--- src/hdl/bavr_fifo.sv ---
// Small register-based FIFO used for the front-to-back queue and the result queue.
// No package dependencies.
`timescale 1ns / 1ps
`default_nettype none

module bavr_fifo #(
  parameter int WIDTH = 8,
  parameter int DEPTH = 4
) (
  input  wire logic                         clk,
  input  wire logic                         rst_n,
  input  wire logic                         wr_en,
  input  wire logic [WIDTH-1:0]             wr_data,
  input  wire logic                         rd_en,
  output logic      [WIDTH-1:0]             rd_data,
  output logic                              full,
  output logic                              empty,
  output logic      [$clog2(DEPTH+1)-1:0]   count
);

  localparam int PW = (DEPTH > 1) ? $clog2(DEPTH) : 1;
  localparam int CW = $clog2(DEPTH + 1);

  logic [WIDTH-1:0] store_r [DEPTH];
  logic [PW-1:0]    wr_ptr_r, wr_ptr_nxt;
  logic [PW-1:0]    rd_ptr_r, rd_ptr_nxt;
  logic [CW-1:0]    count_r, count_nxt;
  logic             do_wr, do_rd;

  assign full    = (count_r == CW'(DEPTH));
  assign empty   = (count_r == '0);
  assign count   = count_r;
  assign rd_data = store_r[rd_ptr_r];
  assign do_wr   = wr_en && !full;
  assign do_rd   = rd_en && !empty;

  // Pointer and occupancy update.
  always_comb begin
    wr_ptr_nxt = wr_ptr_r;
    rd_ptr_nxt = rd_ptr_r;
    count_nxt  = count_r;
    if (do_wr) begin
      wr_ptr_nxt = (wr_ptr_r == PW'(DEPTH - 1)) ? '0 : wr_ptr_r + 1'b1;
    end
    if (do_rd) begin
      rd_ptr_nxt = (rd_ptr_r == PW'(DEPTH - 1)) ? '0 : rd_ptr_r + 1'b1;
    end
    if (do_wr && !do_rd) begin
      count_nxt = count_r + 1'b1;
    end else if (do_rd && !do_wr) begin
      count_nxt = count_r - 1'b1;
    end
  end

  always_ff @(posedge clk) begin
    if (!rst_n) begin
      wr_ptr_r <= '0;
      rd_ptr_r <= '0;
      count_r  <= '0;
    end else begin
      wr_ptr_r <= wr_ptr_nxt;
      rd_ptr_r <= rd_ptr_nxt;
      count_r  <= count_nxt;
    end
  end

  // Entry storage carries payload only.
  always_ff @(posedge clk) begin
    if (do_wr) begin
      store_r[wr_ptr_r] <= wr_data;
    end
  end

endmodule

`default_nettype wire

--- config.mk ---
export PLATFORM = sky130hd
export DESIGN_NAME = bavr_fifo
export DESIGN_NICKNAME = d
export VERILOG_FILES = /design/src/hdl/bavr_fifo.sv
export SDC_FILE = /design/constraint.sdc
export NUM_CORES = 1
export LEC_CHECK = 0
export ABC_AREA = 0
export BUFFER_PORTS_ARGS = -buffer_cell sky130_fd_sc_hd__buf_2
export CORE_MARGIN = 2
export CORE_UTILIZATION = 59
export DETAILED_ROUTE_END_ITERATION = 7
export GPL_TIMING_DRIVEN = 0
export PLACE_DENSITY = 0.8
export SETUP_SLACK_MARGIN = 0.3
export SLEW_MARGIN = 10
export SYNTH_ARGS = -nofsm -noshare
export SYNTH_HDL_FRONTEND = slang
export SYNTH_SLANG_ARGS = --single-unit
export TNS_END_PERCENT = 5
--- constraint.sdc ---
create_clock -name clk -period 3.45 [get_ports clk]
set_input_delay 0.1725 -clock clk [delete_from_list [all_inputs] [get_ports clk]]
set_output_delay 0.1725 -clock clk [all_outputs]
set_load 0.02 [all_outputs]
Word level (Yosys, flattened, before mapping)
Memories as Yosys holds them, arrays and structs flattened. A register that Yosys moved wholly into a read port is not among the register bits.
Index checks and enable logic that the tools add are counted.
{"block": "word_totals", "register_bits": 7, "ram_bits": 32, "wordCells": 29, "n_memories": 1}
{"block": "op_classes", "addsub": 4, "eq_ne": 3, "muxes": 8, "reduce_logical": 10}
{"memory": "store_r", "words": 4, "word_bits": 8, "rd": 1, "rd_clocked_by_memory_dff": 1, "wr": 1, "line_no": "24", "text": "logic [WIDTH-1:0] store_r [DEPTH];"}
{"cell": "$mux W2", "n": 4}
{"cell": "$mux W3", "n": 2}
{"cell": "$add A2 B1 Y2 const B", "n": 2}
{"cell": "$eq A2 B2 Y1 const B", "n": 2}
{"cell": "$logic_and A1 B1 Y1", "n": 4}
{"cell": "$logic_not A1 Y1", "n": 4}
{"cell": "$add A3 B1 Y3 const B", "n": 1}
{"cell": "$eq A3 B3 Y1 const B", "n": 1}
{"cell": "$logic_not A3 Y1", "n": 1}
{"cell": "$sub A3 B1 Y3 const B", "n": 1}
{"cell": "$mux W1", "n": 2}
{"cell": "$reduce_bool A2 Y1", "n": 1}

Depth between registers and ports, before layout
Gate-level depths: netlist of the first run.
{"block": "depth", "ltp_word": 7, "depth_mapped": 9, "ltp_nobuf": 8}

Worst setup path after synthesis of the first run
No wires, ideal clock.
{"block": "synth_path", "path_type": "reg2reg", "from": "register count_r[0] (netlist: count[0])", "to": "register count_r[2] (netlist: count[2])", "arrival_time_ps": 2146, "setup_slack_ps": 1229, "stages_incl_launch_ff": 10, "path_cell_list": "dfxtp_1 nor3b_2 nor2b_1 buf_2 ha_1 inv_1 fa_1 xor2_1 or3_1 a21boi_0"}
{"block": "synth_between", "elab_chain_cells": 6, "elab_cells_between_ends": 15, "cone_classes": "2 x add/sub; 1 x eq/ne; 2 x mux; 10 x reduce/logical"}
{"element": "start: declaration", "line_no": "27", "text": "logic [CW-1:0] count_r, count_nxt;"}
{"element": "start signal: assignment", "line_no": "63", "text": "count_r <= count_nxt;"}
{"element": "$eq A3 B3 Y1 (*)", "line_no": "30", "text": "assign full = (count_r == CW'(DEPTH));"}
{"element": "via full", "line_no": "16", "text": "output logic full,"}
{"element": "$logic_not A1 Y1 (*)", "line_no": "34", "text": "assign do_wr = wr_en && !full;"}
{"element": "$logic_and A1 B1 Y1 (*)", "line_no": "34"}
{"element": "via do_wr", "line_no": "28", "text": "logic do_wr, do_rd;"}
{"element": "$logic_not A1 Y1", "line_no": "50", "text": "end else if (do_rd && !do_wr) begin"}
{"element": "$logic_and A1 B1 Y1", "line_no": "50"}
{"element": "$reduce_bool A2 Y1 (no line)"}
The timed path passes the listed nets; every way through them passes the cells marked *. The select of a mux whose other input is x is not followed.
A chain may end at the register's enable or synchronous reset.

Worst setup path after layout of the first run
{"block": "layout_path", "from": "register count_r[0] (netlist: count[0])", "to": "register count_r[2] (netlist: count[2])"}
{"block": "layout_between", "elab_chain_cells": 6, "elab_cells_between_ends": 15, "cone_classes": "2 x add/sub; 1 x eq/ne; 2 x mux; 10 x reduce/logical"}
{"element": "branches (longest 6 deep; another with $sub A3 B1 Y3)"}
Parallel ways; which one is timed is not known. The select of a mux whose other input is x is not followed.

==> results.json, run 1 <==
{
  "rsz0062_at_grt": "false",
  "startpoint_type": "register",
  "via_per_inst": 5.54,
  "ios": 25,
  "final_cell_mix": "edfxtp_1, buf_2, dfxtp_1",
  "fin_crit_ns": 2.41,
  "area_delta_synth_final_pct": 12.7,
  "wl_mm": 2.64,
  "leakage_nw": 0.685,
  "setup_viol": 0,
  "cts_hold_buffers": 0,
  "drv_cap": 0,
  "portBuffers": 24,
  "first_pass_iters": 6,
  "hold_depth": 1,
  "fin_cells": 156,
  "place_congestion": 0.659,
  "grt_overflow": 0,
  "grt_max_degree": 12,
  "hold_violations": 0,
  "avgSynthCellArea_sq_um": 17.5,
  "syn_inst": 93,
  "track_usage_pct": 19.5,
  "cts_resized": 0,
  "fin_nets": 143,
  "pre_cts_slack_ns": 1.05,
  "clkSinkCount": 41,
  "die-area_sq_mm": 0.00320,
  "outcome": "finished, final reports clean",
  "cts_buffers": 5,
  "cts_htree_levels": 2,
  "worst_pin_slew_ns": 0.565,
  "hold_slack_ns": 0.0389,
  "finish.utilization_pct": 68.4,
  "ys_seq_area_share_pct": 70.0,
  "synth_compound_area_share_pct": 1.84,
  "tritoncts": "done",
  "synth_area_sq_mm": 0.00163,
  "worstRegToRegCells": 7,
  "placementRows": 19,
  "slew_headroom_pct": 62.0,
  "fmax_ghz": 0.414,
  "synthDistinctLibCells": 23,
  "vias": 865,
  "hp-class": "in2reg",
  "required_ns": 3.73,
  "root_buffer": "clkbuf_4",
  "synth_top_family_by_area": "multiplexers",
  "ant_nets": 0,
  "report.final.slew_viol_count": 0,
  "grt_antenna_before_repair": 0,
  "syn_nets": 112,
  "clk_pin_slew_ns": 0.11,
  "finalCritPeriodShare_pct": 70.0,
  "ir_drop_v": 0.000545,
  "synth_area_leader_cell": "edfxtp_1",
  "regToRegSetupSlack_ns": 1.04,
  "die_h_microns": 56.6,
  "critical_path_class": "reg2reg",
  "post-place-cells": 148,
  "layout.cells.most_common": "edfxtp_1",
  "yosys.area.top_type_share_pct": 58.9,
  "core_area_sq_mm": 0.00269,
  "setup_ws_ns": 1.04,
  "cts_buffer_depth": 2,
  "fin_tns_setup_ns": 0,
  "crit_path_max_fanout": 6,
  "clk_latency_ns": 0.35,
  "routedWlPerCell_microns": 16.9,
  "grt_pass1_wl_mm": 4.38,
  "drive_gt1_share_pct": 32.0,
  "critPathArrivalTime_ns": 2.69,
  "synthXorXnorAreaFrac_pct": 1.07,
  "synthMuxAreaShare_pct": 12.9,
  "synth_fa_ha_area_share_pct": 5.83,
  "die_w_microns": 56.6,
  "antenna_cells": 0,
  "synth_area_leaders": "edfxtp_1, dfxtp_1, mux4_2, ha_1, and2_1",
  "drt_iter0_drc": 10,
  "yosys_register_bits": 41,
  "grt_pass1_vias": 934,
  "cp-end-kind": "register",
  "drc_errors": 0,
  "cts_setup_buffers": 0,
  "start_util_pct": 60.7,
  "synth-simple-area-share_pct": 6.60,
  "p_per_area_mw_per_mm2": 702,
  "synth_warnings": 0,
  "fin_worst_skew_ns": 0.00729
}
## per-layer routing
layer	routed length [microns]	track usage [%]	up-vias
met5	0	0	-
li1	-	-	410
met1	1010	20.5	426
met4	57	8.16	0
met2	1440	34.1	23
met3	133	8.06	6
## kinds of logic (layout without fill, tap and decap cells)
group,count (synthesis),after routing
simple gates,20,20
mux,11,11
fa+ha+maj,7,7
flops,41,41
buf+inv,7,39
compound gates,5,5
xor+xnor,2,2
## sequential cells by signal, indices dropped and copies added, names as in the netlist, named ones only
register and cells:
store_r 32, count 3, rd_ptr_r 2, wr_ptr_r 2
## Yosys cell counts
library cell and number:
nor3b_2 1, buf_1 1, dfxtp_1 9, and2_1 5, a21boi_0 1, ha_1 6
or3_1 1, buf_2 2, nand3_1 2, fa_1 1, mux4_2 8, edfxtp_1 32
xor2_1 1, clkbuf_1 1, nor2_1 2, o31ai_1 1, nor2b_1 2, inv_1 3
nor3_1 1, o21ai_0 3, xnor2_1 1, nand2_1 6, mux2i_1 3
## path summary, 6_finish.rpt
path | to | from
max | count[2]$_SDFFE_PN0P_ | count[0]$_SDFFE_PN0P_
min | store_r[2][5]$_DFFE_PP_ | wr_data[5]
max reg2reg | count[2]$_SDFFE_PN0P_ | count[0]$_SDFFE_PN0P_
min reg2reg | wr_ptr_r[1]$_SDFFE_PN0P_ | wr_ptr_r[1]$_SDFFE_PN0P_
## worst max-delay path, stage by stage, from the launching register on
cell and delay [ns]:
dfxtp_1 0.40, o31ai_1 0.54, ha_1 0.30, inv_1 0.07, fa_1 0.37, xor2_1 0.15, or3_1 0.32, a21boi_0 0.18
## final cells by class
| class | instances | area (sq um) |
|---|---|---|
| Inverter | 3 | 11.3 |
| Timing Repair Buffer | 24 | 120 |
| Multi-Input combinational cell | 45 | 460 |
| Fill cell | 193 | 848 |
| Buffer | 4 | 17.5 |
| Clock buffer | 8 | 48.8 |
| Sequential cell | 41 | 1140 |
| Tap cell | 31 | 38.8 |
## per-stage QoR
step / cell area (sq um) / power [W]
2_1_floorplan: 1630 / 0.000957
3_3_place_gp: 1790 / 0.00106
3_5_place_dp: 1790 / 0.00109
4_1_cts: 1840 / 0.00130
5_1_grt: 1840 / 0.00137
6_report: 1840 / 0.00129
## where the power goes
group          internal, W  leakage (nW)  switching, W
Clock            0.0000813        0.0265      0.000143
Combinational     0.000181         0.291      0.000234
Sequential        0.000607         0.367     0.0000434
Power figures use the tool's default switching activity.
==> run 2: changes to the inputs <==
--- a/config.mk
+++ b/config.mk
@@ -8,10 +8,10 @@
 export ABC_AREA = 0
 export BUFFER_PORTS_ARGS = -buffer_cell sky130_fd_sc_hd__buf_2
 export CORE_MARGIN = 2
-export CORE_UTILIZATION = 59
+export CORE_UTILIZATION = 49
 export DETAILED_ROUTE_END_ITERATION = 7
 export GPL_TIMING_DRIVEN = 0
-export PLACE_DENSITY = 0.8
+export PLACE_DENSITY = 0.71
 export SETUP_SLACK_MARGIN = 0.3
 export SLEW_MARGIN = 10
 export SYNTH_ARGS = -nofsm -noshare
==> constraint.sdc (replaced) <==
create_clock -name clk -period 2.1 [get_ports clk]
set_input_delay 0.105 -clock clk [delete_from_list [all_inputs] [get_ports clk]]
set_output_delay 0.105 -clock clk [all_outputs]
set_load 0.02 [all_outputs]
==> run 2 against run 1 <==
Routed wire length is 0.45% higher. Global-route usage shrank 3.0 points. Hold slack lost 0.012 ns. Via count up 3.2%. Critical path type unchanged. Critical endpoint unchanged.
==> results.json, run 2 (synthesis results as in run 1) <==
{
  "outcome": "finished, final reports clean",
  "multi_input_area_sq_um": 495,
  "via_per_inst": 4.96,
  "ant_nets": 0,
  "slew_headroom_pct": 66.6,
  "startpoint_type": "register",
  "grt_max_degree": 14,
  "required_ns": 2.38,
  "vias": 893,
  "crit_path_max_fanout": 3,
  "first_pass_iters": 4,
  "antenna_cells": 0,
  "cts_buffers": 5,
  "critPathArrivalTime_ns": 2.23,
  "fmax_ghz": 0.512,
  "clk_latency_ns": 0.35,
  "die_w_microns": 61.7,
  "report.final.slew_viol_count": 0,
  "critical_path_class": "reg2reg",
  "rsz0062_at_grt": "true",
  "die-area_sq_mm": 0.00380,
  "drive_gt1_share_pct": 38.2,
  "place_congestion": 0.706,
  "p_per_area_mw_per_mm2": 1160,
  "largest_reg_flops": 32,
  "clk_pin_slew_ns": 0.12,
  "cp-end-kind": "register",
  "wl_mm": 2.65,
  "finalCritPeriodShare_pct": 93.0,
  "regToRegSetupSlack_ns": 0.15,
  "tritoncts": "done",
  "root_buffer": "clkbuf_4",
  "clkSinkCount": 41,
  "grt_overflow": 0,
  "core_area_sq_mm": 0.00310,
  "largest-register": "store_r",
  "area_delta_synth_final_pct": 25.5,
  "drv_cap": 0,
  "n_fill_cell": 246,
  "fin_crit_ns": 1.95,
  "fin_nets": 154,
  "portBuffers": 24,
  "hp-class": "in2reg",
  "fin_tns_setup_ns": 0,
  "hpwl_mm": 1.76,
  "finish.utilization_pct": 65.9,
  "placementRows": 20,
  "grt_antenna_before_repair": 0,
  "track_usage_pct": 16.4,
  "leakage_nw": 0.754,
  "final_cell_mix": "edfxtp_1, buf_2, mux4_2, dlygate4sd3_1",
  "grt_pass1_wl_mm": 4.15,
  "routedWlPerCell_microns": 14.7,
  "hold_violations": 0,
  "layout.cells.most_common": "edfxtp_1",
  "hold_slack_ns": 0.0268,
  "seqCellArea_sq_mm": 0.00115,
  "fin_worst_skew_ns": 0.00601,
  "start_util_pct": 52.5,
  "cts_buffer_depth": 2,
  "grt_pass1_vias": 900,
  "cts_htree_levels": 2,
  "setup_viol": 0,
  "drc_errors": 0,
  "drt_iter0_drc": 32,
  "ios": 25,
  "ir_drop_v": 0.000665,
  "die_h_microns": 61.7,
  "worst_pin_slew_ns": 0.501
}
-- run 2: changes by cell type in the layout (fill, tap and decap cells not counted), sizes merged --
cell         delta
clkbuf          -2
dlygate4sd3     +8
buf             +3
bufinv          +1
clkinvlp        +1
-- run 2: area by class of cell --
cell class	count	area share, %
plain buffers	4	0.979
clock buffers	6	2.51
well taps	44	2.69
repair buffers	35	10.9
clock inverters	2	1.83
flip-flops and latches	41	56.3
inverters	3	0.550
multi-input cells	45	24.2
-- run 2: path summary, 6_finish.rpt --
kind	startpoint	to	cells past startpoint
worst max register to register	count[2]$_SDFFE_PN0P_	count[2]$_SDFFE_PN0P_	9
worst max-delay path	count[2]$_SDFFE_PN0P_	count[2]$_SDFFE_PN0P_	9
worst min register to register	wr_ptr_r[1]$_SDFFE_PN0P_	wr_ptr_r[1]$_SDFFE_PN0P_	2
worst min-delay path	rst_n	rd_ptr_r[1]$_SDFFE_PN0P_	3
-- run 2: what timing repair did --
item                       in CTS  in global routing
setup endpoints to repair       3                 10
resized for setup               0                  0
pin swaps                       1                  0
hold buffers                    8                  0
hold endpoints to repair       32                  0
setup buffers                   3                  0
-- run 2: where the power goes --
group	internal, W	leakage [nW]	switching [W]
sequential	0.00101	0.369	0.0000811
clock	0.000283	0.0445	0.000250
combinational	0.000356	0.340	0.000399
-- run 2: metal layers --
layer  up-vias  routed length, microns  track usage (%)
met2        14                    1400             28.0
met3         6                      84             5.04
met4         0                      52             8.21
met5         -                       0                0
li1        432                       -                -
met1       441                    1110             18.7
-- run 2: through the flow --
step | cells | total power [W] | worst slack, ns | cell area, sq um
2_1_floorplan | 93 | 0.00163 | 0.177 | 1680
3_3_place_gp | 161 | 0.00181 | 0.192 | 1850
3_5_place_dp | 161 | 0.00184 | 0.119 | 1850
4_1_cts | 180 | 0.00239 | 0.150 | 2050
5_1_grt | 180 | 0.00251 | 0.0293 | 2050
6_report | 180 | 0.00238 | 0.148 | 2050
-- run 2: critical path, stage by stage, from the launching register on --
cell and delay [ns]:
dfxtp_4 0.38, nor3b_4 0.15, nor2b_1 0.13, buf_4 0.14, ha_4 0.13, inv_1 0.05, fa_2 0.33, xor2_1 0.16
or3_1 0.31, a21boi_1 0.12
